[config.mk]
export PLATFORM = sky130hd
export DESIGN_NAME = circular_deque_with_dump
export DESIGN_NICKNAME = d
export VERILOG_FILES = /design/src/rtl/cdeq_pkg.sv /design/src/rtl/circular_deque_with_dump.sv /design/src/rtl/cdeq_ring.sv
export SDC_FILE = /design/constraint.sdc
export NUM_CORES = 1
export LEC_CHECK = 0
export BUFFER_PORTS_ARGS = -buffer_cell sky130_fd_sc_hd__buf_2
export CORE_ASPECT_RATIO = 1.75
export CORE_MARGIN = 10
export CORE_UTILIZATION = 30
export DETAILED_ROUTE_END_ITERATION = 6
export HOLD_SLACK_MARGIN = 0.08
export PLACE_DENSITY = 0.45
export SLEW_MARGIN = 20
export SYNTH_ARGS = -nofsm -noshare
export SYNTH_HDL_FRONTEND = slang
export SYNTH_SLANG_ARGS = --single-unit
export TNS_END_PERCENT = 20
[constraint.sdc]
create_clock -name clock -period 9 [get_ports clock]
set_input_delay 0 -clock clock [delete_from_list [all_inputs] [get_ports clock]]
set_output_delay 0 -clock clock [all_outputs]
set_load 0.005 [all_outputs]
[src/rtl/cdeq_pkg.sv]
// Shared constants, types and index helpers for the circular deque.
package cdeq_pkg;

   localparam int DEPTH  = 16;
   localparam int IDX_W  = (DEPTH > 1) ? $clog2(DEPTH) : 1;
   localparam int CNT_W  = $clog2(DEPTH + 1);
   localparam int DATA_W = 32;

   localparam logic [1:0] ACT_PUSH_LEFT  = 2'd0;
   localparam logic [1:0] ACT_PUSH_RIGHT = 2'd1;
   localparam logic [1:0] ACT_POP_LEFT   = 2'd2;
   localparam logic [1:0] ACT_POP_RIGHT  = 2'd3;

   typedef enum logic [1:0] {
      ST_SHOWN = 2'd0,
      ST_FULL  = 2'd1,
      ST_EMPTY = 2'd2
   } status_type;

   typedef struct packed {
      logic                     en;
      logic [IDX_W-1:0]         addr;
      logic signed [DATA_W-1:0] data;
   } cdeq_wr_type;

   function automatic logic [IDX_W-1:0] next_idx(input logic [IDX_W-1:0] i);
      return (i == IDX_W'(DEPTH - 1)) ? '0 : i + 1'b1;
   endfunction

   function automatic logic [IDX_W-1:0] prev_idx(input logic [IDX_W-1:0] i);
      return (i == '0) ? IDX_W'(DEPTH - 1) : i - 1'b1;
   endfunction

endpackage

[src/rtl/circular_deque_with_dump.sv]
// Top level of the circular deque with full contents dump after each update that leaves items in the store.
//
// An item (push left, push right, pop left, pop right) is taken when start is
// high and busy is low. A successful update that leaves items in the store
// sends the whole contents front to rear, one result per cycle, with last on
// the final one; busy falls in the cycle of that final result. The single
// read port of the ring store gives one element per cycle. A push to a full
// store, a pop from an empty store, or a pop that leaves the store empty gives
// one result in the cycle after acceptance and busy stays low. Results appear
// on the rsp_ ports for one cycle marked by rsp_strobe and cannot be held off.
module circular_deque_with_dump
   import cdeq_pkg::*;
(
   input  logic                     clock,
   input  logic                     reset,
   input  logic                     start,
   output logic                     busy,
   input  logic [1:0]               req_action,
   input  logic signed [DATA_W-1:0] req_value,
   output logic                     rsp_strobe,
   output logic [1:0]               rsp_status,
   output logic signed [DATA_W-1:0] rsp_element,
   output logic                     rsp_last,
   output logic                     rsp_is_full,
   output logic                     rsp_is_empty
);

   typedef enum logic [1:0] {
      S_IDLE = 2'b01,
      S_DUMP = 2'b10
   } state_type;

   state_type        state_ff, state_in;
   logic [IDX_W-1:0] front_ff, front_in;
   logic [IDX_W-1:0] rear_ff, rear_in;
   logic [CNT_W-1:0] count_ff, count_in;
   logic [IDX_W-1:0] rd_idx_ff, rd_idx_in;
   logic [CNT_W-1:0] rem_ff, rem_in;
   logic             strobe_ff, strobe_in;
   status_type       status_ff, status_in;
   logic             last_ff, last_in;
   logic             full_ff, full_in;
   logic             empty_ff, empty_in;

   logic                     accept;
   logic                     err;
   status_type               err_status;
   cdeq_wr_type              wr;
   logic                     rd_en;
   logic signed [DATA_W-1:0] rd_data;

   assign busy   = (state_ff != S_IDLE);
   assign accept = start && !busy;

   // The write lands at the accepting edge; reads are issued from S_DUMP after it,
   // and busy holds new items off until the dump is done, so no entry overlaps.
   always_comb begin
      state_in   = state_ff;
      front_in   = front_ff;
      rear_in    = rear_ff;
      count_in   = count_ff;
      rd_idx_in  = rd_idx_ff;
      rem_in     = rem_ff;
      strobe_in  = 1'b0;
      status_in  = status_ff;
      last_in    = last_ff;
      full_in    = full_ff;
      empty_in   = empty_ff;
      err        = 1'b0;
      err_status = ST_EMPTY;
      wr.en      = 1'b0;
      wr.addr    = '0;
      wr.data    = req_value;
      rd_en      = 1'b0;

      unique case (state_ff)
         S_IDLE: begin
            if (accept) begin
               case (req_action) inside
                  ACT_PUSH_LEFT, ACT_PUSH_RIGHT: begin
                     if (count_ff == CNT_W'(DEPTH)) begin
                        err        = 1'b1;
                        err_status = ST_FULL;
                     end else begin
                        wr.en    = 1'b1;
                        count_in = count_ff + 1'b1;
                        if (count_ff == '0) begin
                           front_in = '0;
                           rear_in  = '0;
                           wr.addr  = '0;
                        end else if (req_action == ACT_PUSH_LEFT) begin
                           front_in = prev_idx(front_ff);
                           wr.addr  = prev_idx(front_ff);
                        end else begin
                           rear_in = next_idx(rear_ff);
                           wr.addr = next_idx(rear_ff);
                        end
                     end
                  end
                  default: begin
                     if (count_ff == '0) begin
                        err        = 1'b1;
                        err_status = ST_EMPTY;
                     end else begin
                        count_in = count_ff - 1'b1;
                        if (count_ff == CNT_W'(1)) begin
                           front_in = '0;
                           rear_in  = '0;
                        end else if (req_action == ACT_POP_LEFT) begin
                           front_in = next_idx(front_ff);
                        end else begin
                           rear_in = prev_idx(rear_ff);
                        end
                     end
                  end
               endcase

               full_in  = (count_in == CNT_W'(DEPTH));
               empty_in = (count_in == '0);

               if (err || count_in == '0) begin
                  strobe_in = 1'b1;
                  status_in = err ? err_status : ST_EMPTY;
                  last_in   = 1'b1;
               end else begin
                  state_in  = S_DUMP;
                  rd_idx_in = front_in;
                  rem_in    = count_in;
               end
            end
         end
         S_DUMP: begin
            // issue one read a cycle; the result leaves with the read data
            rd_en     = 1'b1;
            strobe_in = 1'b1;
            status_in = ST_SHOWN;
            last_in   = (rem_ff == CNT_W'(1));
            rd_idx_in = next_idx(rd_idx_ff);
            rem_in    = rem_ff - 1'b1;
            if (rem_ff == CNT_W'(1)) begin
               state_in = S_IDLE;
            end
         end
         default: begin
            state_in = S_IDLE;
         end
      endcase
   end

   always_ff @(posedge clock) begin
      if (reset) begin
         state_ff  <= S_IDLE;
         front_ff  <= '0;
         rear_ff   <= '0;
         count_ff  <= '0;
         strobe_ff <= 1'b0;
      end else begin
         state_ff  <= state_in;
         front_ff  <= front_in;
         rear_ff   <= rear_in;
         count_ff  <= count_in;
         strobe_ff <= strobe_in;
      end
   end

   always_ff @(posedge clock) begin
      rd_idx_ff <= rd_idx_in;
      rem_ff    <= rem_in;
      status_ff <= status_in;
      last_ff   <= last_in;
      full_ff   <= full_in;
      empty_ff  <= empty_in;
   end

   cdeq_ring u_ring (
      .clock   (clock),
      .wr      (wr),
      .rd_en   (rd_en),
      .rd_addr (rd_idx_ff),
      .rd_data (rd_data)
   );

   assign rsp_strobe   = strobe_ff;
   assign rsp_status   = status_ff;
   assign rsp_element  = (status_ff == ST_SHOWN) ? rd_data : '0;
   assign rsp_last     = last_ff;
   assign rsp_is_full  = full_ff;
   assign rsp_is_empty = empty_ff;

endmodule

[src/rtl/cdeq_ring.sv]
// Ring store: one write port and one read port with registered read data.
module cdeq_ring
   import cdeq_pkg::*;
(
   input  logic                     clock,
   input  cdeq_wr_type              wr,
   input  logic                     rd_en,
   input  logic [IDX_W-1:0]         rd_addr,
   output logic signed [DATA_W-1:0] rd_data
);

   logic signed [DATA_W-1:0] mem_ff [DEPTH];
   logic signed [DATA_W-1:0] rd_data_ff;

   always_ff @(posedge clock) begin
      if (wr.en) begin
         mem_ff[wr.addr] <= wr.data;
      end
      if (rd_en) begin
         rd_data_ff <= mem_ff[rd_addr];
      end
   end

   assign rd_data = rd_data_ff;

endmodule

==> impl_metrics.tcl, run 1 <==
set metrics [dict create \
    drcViolationCount 0 \
    dr_total_vias 12000 \
    rsz0062_at_grt "no" \
    dpl-instance-area_sq_um 24700 \
    ioPinCount 76 \
    cts_root_buf "clkbuf_16" \
    synthFlopType "edfxtp_1" \
    wl_met3_um 1590 \
    cts.clk_slew.worst_paths_ns 0.07 \
    clock_skew_ns 0.0214 \
    worstPathCellList "inv_1 > ha_1 > nor3b_2 > or3_1 > a21oi_1 > or4_1 > nor2_4 > buf_4" \
    cp_max_fo 23 \
    setup_tns_ns 0 \
    ys_warn_count 0 \
    hp-class "primary input to register" \
    diodes 0 \
    powerDensity_nw_per_um2 275 \
    yosysSeqAreaShare_pct 74.1 \
    timing.fmax_mhz 275 \
    clk_path_buf_depth 3 \
    fin_crit_sh_pct 40.4 \
    wl_met1_um 22900 \
    slew_viol_final 0 \
    die_w_um 229 \
    synth_cell_types 63 \
    seq_area_sq_um 17100 \
    dr.pass1.iters 5 \
    antenna_left 0 \
    nFillCells 7181 \
    drv_cap 0 \
    grt_pass1_vias 13000 \
    status "complete, no violations" \
    cts_resized 0 \
    initial_core_util_pct 30.2 \
    met2WireLength_um 32000 \
    drive_above_1_share_pct 19.9 \
    ir_worst_vdd_mv 0.210 \
    drtIter0Drc 740 \
    core.rowCount 134 \
    dieArea_sq_um 88700 \
    cts_sinks 574 \
    worstPathArrival_ns 3.86 \
    dpl.hpwl_um 31000 \
    overflow 0 \
    antenna_found_initial 3 \
    slowest_stage "or4_1" \
    insertion_delay_ns 0.59 \
    die-height_um 387 \
    synth_edf_count 558 \
    critPathKind "register to register" \
    cts_tree "yes" \
    synth_nets 1356 \
    top_layer "met5" \
    async_flop_share_pct 0 \
    worstPathRequired_ns 9.22 \
    port_buffers 75 \
    cts-buffers-inserted 51 \
    synth_area_sq_um 23000 \
    grt_max_degree 122 \
    nNetsFinal 1472 \
    multi_input_area_sq_um 5700 \
    fin_area_sq_um 26700 \
    p_leak_nw 8.68 \
    syn2layout_area_growth_pct 15.8 \
    setup_violations 0 \
    maxSlewHeadroom_pct 35.5 \
    tightestPinTransition_ns 0.968 \
    syn_avg_cell_area_sq_um 17.6 \
    wl_per_cell_um 23.3 \
    crit_path_end_kind "register" \
    ys_ff_latch 574 \
    core_region_area_sq_um 76300 \
    htreeDepth 2 \
    wl_um 57800 \
    netlist_instances 1306 \
    worst_setup_path_start_kind "register" \
    track_usage_pct 12.8 \
    place_congestion 0.738 \
    slowest_delay_ns 0.69 \
    grt_pass1_wl_um 86000 \
    routed_via_density 4.85 \
    min_period_ns 3.64 \
    final-hold-violation-count 0 \
]
-- cells in the final DEF, fill, tap and decap left out, types with 4 or more instances in the layout --
master	count
buf_4	25
a21oi_1	58
nor2_1	28
dlygate4sd3_1	36
mux2_2	31
bufinv_16	4
o21ai_1	7
inv_1	17
nor3_1	10
a21o_1	5
clkinv_1	13
ha_1	12
buf_2	75
and2_1	32
nand2_1	48
a31oi_1	10
mux2i_1	104
edfxtp_1	558
o21ai_0	68
clkbuf_16	53
xor2_1	4
xnor2_1	5
or3_1	4
mux4_2	64
a221oi_1	32
clkinvlp_4	4
clkinv_2	5
dfxtp_1	16
a211oi_1	7
clkbuf_1	12
nor2_4	17
a22oi_1	33
-- metrics by stage --
stage / std cells / worst slack (ns) / power, mW / hold slack [ns] / util, %
after floorplan: 1306 / 5.18 / 4.66 / 0.0989 / -
after global routing: 2480 / 5.09 / 7.71 / 0.359 / 35.0
final: 2480 / 5.36 / 7.33 / 0.349 / 35.0
after detailed placement: 2353 / 5.38 / 5.27 / 0.391 / 32.4
after global placement: 2353 / 5.46 / 5.26 / 0.384 / 32.4
after CTS: 2480 / 5.35 / 7.46 / 0.320 / 35.0
-- where the power goes --
group	switching, mW	leakage [nW]	internal [mW]
Sequential	0.0887	5.16	3.13
Combinational	1.17	2.76	0.785
Clock	0.962	0.767	1.19
Total	2.23	8.68	5.10
-- cells in the mapped netlist, types with 4 or more instances --
cell type / count / area share [%]
mux4_2: 64 / 6.3
edfxtp_1: 558 / 73
clkbuf_1: 44 / 0.72
mux2_2: 31 / 1.5
a21oi_1: 58 / 1.3
ha_1: 13 / 0.71
or3_1: 4 / 0.11
xnor2_1: 5 / 0.19
a31oi_1: 10 / 0.27
buf_2: 20 / 0.43
nor2_1: 45 / 0.73
nor3_1: 10 / 0.22
o21ai_0: 68 / 1.5
xor2_1: 4 / 0.15
o21ai_1: 7 / 0.15
dfxtp_1: 16 / 1.4
buf_1: 7 / 0.11
a221oi_1: 32 / 1.2
and2_1: 33 / 0.90
a21o_1: 5 / 0.16
mux2i_1: 104 / 4.5
nand2_1: 48 / 0.78
a22oi_1: 33 / 1.1
inv_1: 17 / 0.28
a211oi_1: 7 / 0.23
-- final timing paths --
check / start / endpoint / slack [ns] / depth (start not counted)
min reg2reg: state_ff[0] / state_ff[0] / 0.53 / 2
max: count_ff[0] / u_ring.mem_ff[12][10] / 5.36 / 8
min: req_value[13] / u_ring.mem_ff[11][13] / 0.35 / 2
max reg2reg: count_ff[0] / u_ring.mem_ff[12][10] / 5.36 / 8
-- metal layers --
metal / track usage (%) / vias to the layer above
li1: - / 5469
met1: 14.5 / 6274
met2: 24.5 / 203
met3: 1.46 / 75
met4: 3.80 / 4
met5: 0 / -
-- registers in the layout, summed over array words and instances (netlist names), 2 cells and up --
name,count
count_ff,5
front_ff,4
rd_idx_ff,4
rear_ff,4
rem_ff,5
rsp_status,2
state_ff,2
u_ring.mem_ff,512
u_ring.rd_data,32
-- cell families (layout without fill, tap and decap cells) --
family / count (synthesis) / after routing / synth area share [%]
AO/OA/AOI/OAI: 244 / 244 / 6.80
XOR/XNOR: 9 / 9 / 0.342
adder cells (fa/ha/maj): 13 / 13 / 0.706
buffers and inverters: 93 / 247 / 1.71
flip-flops: 574 / 574 / 74.1
multiplexers: 201 / 201 / 12.4
AND/OR/NAND/NOR: 172 / 172 / 3.91
-- worst max-delay path, delay by kind of cell, from the launching register on --
family,cells,cell delay [ns]
buffers and inverters,2,0.64
AO/OA/AOI/OAI,1,0.08
adder cells (fa/ha/maj),1,0.27
flip-flops,1,0.41
AND/OR/NAND/NOR,4,1.85
-- repair_timing --
action,in CTS,in global routing
endpoints found under the setup margin,0,0
hold buffers,36,0
buffers inserted,0,0
hold endpoints to repair,528,0
-- area by class of cell --
class                           count  area share [%]
Inverter                           19           0.267
Clock inverter                     26           0.859
Sequential cell                   574            64.0
Multi-Input combinational cell    639            21.4
Tap cell                         1020            4.79
Clock buffer                       65            5.14
Timing Repair Buffer              137            3.54
Power figures use the tool's default switching activity.
==> run 2, diff against run 1 <==
==> constraint.sdc (replaced) <==
create_clock -name clock -period 3.75 [get_ports clock]
set_input_delay 0 -clock clock [delete_from_list [all_inputs] [get_ports clock]]
set_output_delay 0 -clock clock [all_outputs]
set_load 0.005 [all_outputs]
==> impl_metrics.tcl, run 2 (same netlist as run 1, synthesis figures left out) <==
set metrics [dict create \
    core_region_area_sq_um 76300 \
    p_leak_nw 8.84 \
    final-hold-violation-count 0 \
    dpl_worst_slack_ns 0.518 \
    regMostFlops "u_ring.mem_ff" \
    final_cells 2494 \
    drcViolationCount 0 \
    top_layer "met4" \
    cts-buffers-inserted 52 \
    wl_met3_um 1760 \
    die-height_um 387 \
    grt_pass1_wl_um 85900 \
    fin_ws_ns 0.496 \
    final_common_cell "edfxtp_1" \
    status "complete, no violations" \
    wl_per_cell_um 23.1 \
    worst_setup_path_start_kind "register" \
    cts_tree "yes" \
    tightestPinTransition_ns 0.967 \
    largest_reg_flops 512 \
    diodes 0 \
    slew_viol_final 0 \
    nNetsFinal 1481 \
    cp_max_fo 32 \
    maxSlewHeadroom_pct 35.5 \
    dr.pass1.iters 5 \
    clock_skew_ns 0.0176 \
    cts_setup_buffers 0 \
    ioPinCount 76 \
    setup_violations 0 \
    track_usage_pct 12.8 \
    layout_common_cells "edfxtp_1 (558), mux2i_1 (104), buf_2 (75), o21ai_0 (68), mux4_2 (64)" \
    place_inst 2360 \
    core.rowCount 134 \
    wl_um 57600 \
    cts.clk_slew.worst_paths_ns 0.07 \
    clk_path_buf_depth 3 \
    critPathKind "register to register" \
    met2WireLength_um 29600 \
    cts_root_buf "clkbuf_16" \
    fin_crit_sh_pct 86.8 \
    wl_met1_um 25000 \
    powerDensity_nw_per_um2 672 \
    dieArea_sq_um 88700 \
    insertion_delay_ns 0.61 \
    fin_util_pct 35.5 \
    cts_sinks 574 \
    antenna_found_initial 1 \
    port_buffers 75 \
    slowest_delay_ns 0.73 \
    worstPathRequired_ns 4.05 \
    rsz0062_at_grt "no" \
    hp-class "primary input to register" \
    timing.fmax_mhz 307 \
    htreeDepth 2 \
    antenna_left 0 \
    worstPathCellList "inv_1 > ha_1 > nor3b_2 > or3_1 > a21oi_1 > or4_1 > nor2_4 > buf_12" \
    drtIter0Drc 836 \
    grt_max_degree 85 \
    min_period_ns 3.25 \
    slowest_stage "or4_1" \
    grt_pass1_vias 12500 \
    crit_path_end_kind "register" \
    initial_core_util_pct 30.2 \
    dpl.hpwl_um 35800 \
    drv_cap 0 \
    die_w_um 229 \
    worstPathArrival_ns 3.55 \
    setup_tns_ns 0 \
    ir_worst_vdd_mv 0.365 \
    routed_via_density 4.84 \
    syn2layout_area_growth_pct 17.6 \
    drive_above_1_share_pct 20.6 \
    dr_total_vias 12100 \
    overflow 0 \
    place_congestion 0.762 \
]
[run 2: power by group]
part | internal (mW) | switching [mW] | total, mW
sequential | 7.50 | 0.233 | 7.74
combinational | 2.01 | 3.10 | 5.11
clock | 2.96 | 2.38 | 5.34
total | 12.5 | 5.71 | 18.2
[run 2: critical path: cells and delay by family (launching register included)]
family	cells	cell delay, ns
AOI/OAI and AO/OA	1	0.07
buffers and inverters	2	0.42
adders and majority gates	1	0.29
and+or+nand+nor	4	1.71
DFF	1	0.42
[run 2: per-layer routing]
metal	track usage [%]	vias up
met5	0	-
met1	16.6	6298
li1	-	5495
met2	22.2	212
met3	1.40	69
met4	3.49	0
[run 2: worst paths after layout]
path | startpoint | end | slack, ns | cells after the start
setup / recovery | count_ff[0] | u_ring.mem_ff[0][12] | 0.50 | 8
setup reg to reg | count_ff[0] | u_ring.mem_ff[0][12] | 0.50 | 8
hold / removal | req_value[18] | u_ring.mem_ff[2][18] | 0.36 | 2
hold reg to reg | state_ff[0] | state_ff[0] | 0.52 | 2
[run 2: layout make-up]
type | count | area (sq um)
Inverter | 19 | 71.3
Fill cell | 7177 | 49200
Clock inverter | 40 | 364
Clock buffer | 57 | 1320
Timing Repair Buffer | 145 | 1270
Multi-Input combinational cell | 639 | 5700
Tap cell | 1020 | 1280
Sequential cell | 574 | 17100
[run 2: what timing repair did]
item | 4_1_cts | 5_1_grt
hold endpoints to repair | 528 | 0
hold buffers | 36 | 0
resized for setup | 0 | 0
[run 2: metrics by stage]
stage / area (sq um) / power (mW) / hold slack [ns]
floorplan: 23000 / 11.2 / 0.0989
global placement: 25000 / 13.0 / 0.384
detailed placement: 25000 / 13.1 / 0.390
CTS: 27100 / 18.5 / 0.315
global route: 27100 / 19.1 / 0.357
finish: 27100 / 18.2 / 0.355
==> run 3, diff against run 2 <==
--- a/config.mk
+++ b/config.mk
@@ -5,6 +5,7 @@
 export SDC_FILE = /design/constraint.sdc
 export NUM_CORES = 1
 export LEC_CHECK = 0
+export ABC_AREA = 1
 export BUFFER_PORTS_ARGS = -buffer_cell sky130_fd_sc_hd__buf_2
 export CORE_ASPECT_RATIO = 1.75
 export CORE_MARGIN = 10
==> impl_metrics.tcl, run 3 <==
set metrics [dict create \
    status "complete, no violations" \
    largest_reg_flops 512 \
    worst_setup_path_start_kind "register" \
    setup_violations 0 \
    synth_cell_types 42 \
    synthFlopType "edfxtp_1" \
    yosysTopAreaCellShare_pct 72.6 \
    rr_worst_depth 9 \
    core_region_area_sq_um 76300 \
    htreeDepth 2 \
    insertion_delay_ns 0.62 \
    reg2reg_slack_ns 0.55 \
    grt_pass1_vias 15500 \
    cts-buffers-inserted 53 \
    synth_xor_area_share_pct 0.342 \
    ys_warn_count 0 \
    yosysSeqAreaShare_pct 74.0 \
    cts_sinks 574 \
    regMostFlops "u_ring.mem_ff" \
    p_sw_mw 6.92 \
    holdWs_ns 0.277 \
    totalPowerFinal_mw 19.0 \
    synth_area_sq_um 23100 \
    core.rowCount 134 \
    switching_share_pct 36.4 \
    drv_cap 0 \
    synth_top_family_by_area "simple AND/OR/NAND/NOR gates" \
    overflow 0 \
    slowest_delay_ns 0.57 \
    drive_above_1_share_pct 13.5 \
    final-hold-violation-count 0 \
    clock_skew_ns 0.0318 \
    nNetsFinal 1979 \
    ir_worst_vdd_mv 0.626 \
    place_congestion 0.786 \
    drcViolationCount 0 \
    synth.area.mux_share_pct 0 \
    cts_tree "yes" \
    netlist_instances 1801 \
    clk_path_buf_depth 3 \
    synth.most_common_cell "edfxtp_1" \
    dr.pass1.iters 7 \
    synthTopCellsByArea "edfxtp_1 (73%), nand2_1 (4.2%), o21ai_0 (3.9%)" \
    dieArea_sq_um 88800 \
    routed_via_density 5.04 \
    synth_common_cells "edfxtp_1 (558), nand2_1 (261), nor2_1 (202)" \
    worstPathRequired_ns 4.32 \
    worstPathArrival_ns 3.77 \
    hold_depth 3 \
    yosysTopAreaCell "edfxtp_1" \
    cp_max_fo 13 \
    min_period_ns 3.20 \
    worst-path-buf-inv 4 \
    timing.rr.start "state_ff[1]" \
    track_usage_pct 16.0 \
    dr_total_vias 15100 \
    timing.fmax_mhz 312 \
    hp-class "primary input to register" \
    worstPathCellList "inv_1 > ha_1 > nand2_1 > clkinv_1 > nand4_1 > nor2_1 > dlygate4sd3_1 > a211oi_1 > dlygate4sd3_1" \
    fin_crit_sh_pct 85.4 \
    slowest_stage "dlygate4sd3_1" \
    cts_root_buf "clkbuf_16" \
    setup_tns_ns 0 \
    slew_viol_final 0 \
    synth_edf_count 558 \
    ioPinCount 76 \
    power_frac_comb_pct 31.7 \
    syn2layout_area_growth_pct 16.9 \
    syn_avg_cell_area_sq_um 12.8 \
    internal_power_mw 12.1 \
    cts.clk_slew.worst_paths_ns 0.07 \
    seqPwrFrac_pct 41.0 \
    initial_core_util_pct 30.2 \
    crit_path_end_kind "register" \
    wl_per_cell_um 24.4 \
    min-delay-start "reset" \
    critPathKind "register to register" \
    critPathTopFamily "buffers and inverters" \
    async_flop_share_pct 0 \
    die_w_um 230 \
    fin_area_sq_um 27000 \
    powerDensity_nw_per_um2 704 \
    tightestPinTransition_ns 1.07 \
    die-height_um 387 \
    final_cells 2990 \
    drtIter0Drc 1065 \
    synth_fa_ha_area_share_pct 0.705 \
    dpl.hpwl_um 45000 \
    antenna_left 0 \
    ys_ff_latch 574 \
    crit_top_cell "dlygate4sd3_1" \
    grt_pass1_wl_um 105000 \
    p_leak_nw 9.25 \
    place_inst 2855 \
    synth_nets 1851 \
    rr_endpoint "rear_ff[0]" \
    grt_max_degree 182 \
    port_buffers 75 \
    wl_um 72900 \
    layout_common_cells "edfxtp_1 (558), nand2_1 (260), nor2_1 (187), o21ai_0 (178), a21oi_1 (92)" \
    maxSlewHeadroom_pct 29.0 \
    hold_end "rear_ff[1]" \
    dpl-instance-area_sq_um 25000 \
    cts_resized 0 \
    antenna_found_initial 2 \
    synthSimpleGateAreaFrac_pct 10.9 \
    p_clk_share_pct 27.4 \
    diodes 0 \
    final_common_cell "edfxtp_1" \
    rsz0062_at_grt "no" \
    synth_compound_gate_area_share_pct 10.6 \
]
-- run 3: cell count changes in the layout (fill, tap and decap cells not counted), moves of 44 or more --
cell | before | now
nor2_1 | 28 | 187
mux2i_1 | 104 | 0
mux4_2 | 64 | 0
buf_4 | 12 | 56
o21ai_0 | 68 | 178
inv_1 | 17 | 77
nand3_1 | 3 | 73
o22ai_1 | 0 | 44
nand2_1 | 48 | 260
-- run 3: routing by layer --
metal | GRT usage, % | part of all wire, % | vias to the layer above
met2 | 28.5 | 52 | 481
li1 | - | - | 6856
met5 | 0 | 0.040 | -
met3 | 2.31 | 4.7 | 154
met4 | 8.27 | 5.2 | 4
met1 | 18.1 | 39 | 7578
-- run 3: stage by stage --
step	setup slack [ns]	utilization (%)
2_1_floorplan	0.465	-
3_3_place_gp	0.867	32.8
3_5_place_dp	0.753	32.8
4_1_cts	0.547	35.4
5_1_grt	0.338	35.4
6_report	0.549	35.4
-- run 3: final cells by class --
class / instances / area (sq um)
tap: 1020 / 1280
timing repair buffer: 178 / 1350
inverter: 92 / 350
clock buffer: 64 / 1370
fill: 7472 / 49300
multi-input combinational: 1030 / 5330
clock inverter: 32 / 234
sequential: 574 / 17100
-- run 3: worst max path at each step --
stage	startpoint	end	slack, ns	cells after the start
finish	state_ff[1]	rear_ff[0]	0.55	9
detailed placement	count_ff[0]	u_ring.mem_ff[9][26]	0.75	10
floorplan	count_ff[0]	u_ring.mem_ff[1][0]	0.46	9
CTS	state_ff[1]	rear_ff[0]	0.55	9
global route	state_ff[1]	rear_ff[0]	0.34	9
global placement	state_ff[1]	u_ring.mem_ff[9][25]	0.87	11
-- run 3: cell families after synthesis --
group | after synthesis
flip-flops | 574
buffers and inverters | 197
XOR/XNOR | 9
AND/OR/NAND/NOR | 589
AO/OA/AOI/OAI | 419
adder cells (fa/ha/maj) | 13
-- run 3: power by group through the flow --
stage | Clock, mW | Sequential, mW | Combinational [mW]
after floorplan | 0 | 7.87 | 3.47
after detailed placement | 0 | 7.92 | 6.05
final | 5.20 | 7.78 | 6.02
after CTS | 5.34 | 7.78 | 6.10
after global placement | 0 | 7.91 | 6.02
after global routing | 5.57 | 7.81 | 6.55
-- run 3: worst register-to-register path, cell delays in order (launching register included) --
cell and delay (ns):
dfxtp_1 0.38, inv_1 0.06, ha_1 0.23, nand2_1 0.35
clkinv_1 0.46, nand4_1 0.31, nor2_1 0.06, dlygate4sd3_1 0.55
a211oi_1 0.17, dlygate4sd3_1 0.57
-- run 3: repair_timing --
| action | CTS | global route |
|---|---|---|
| hold buffers | 39 | 0 |
| hold endpoints to repair | 531 | 0 |
| setup buffers | 0 | 0 |
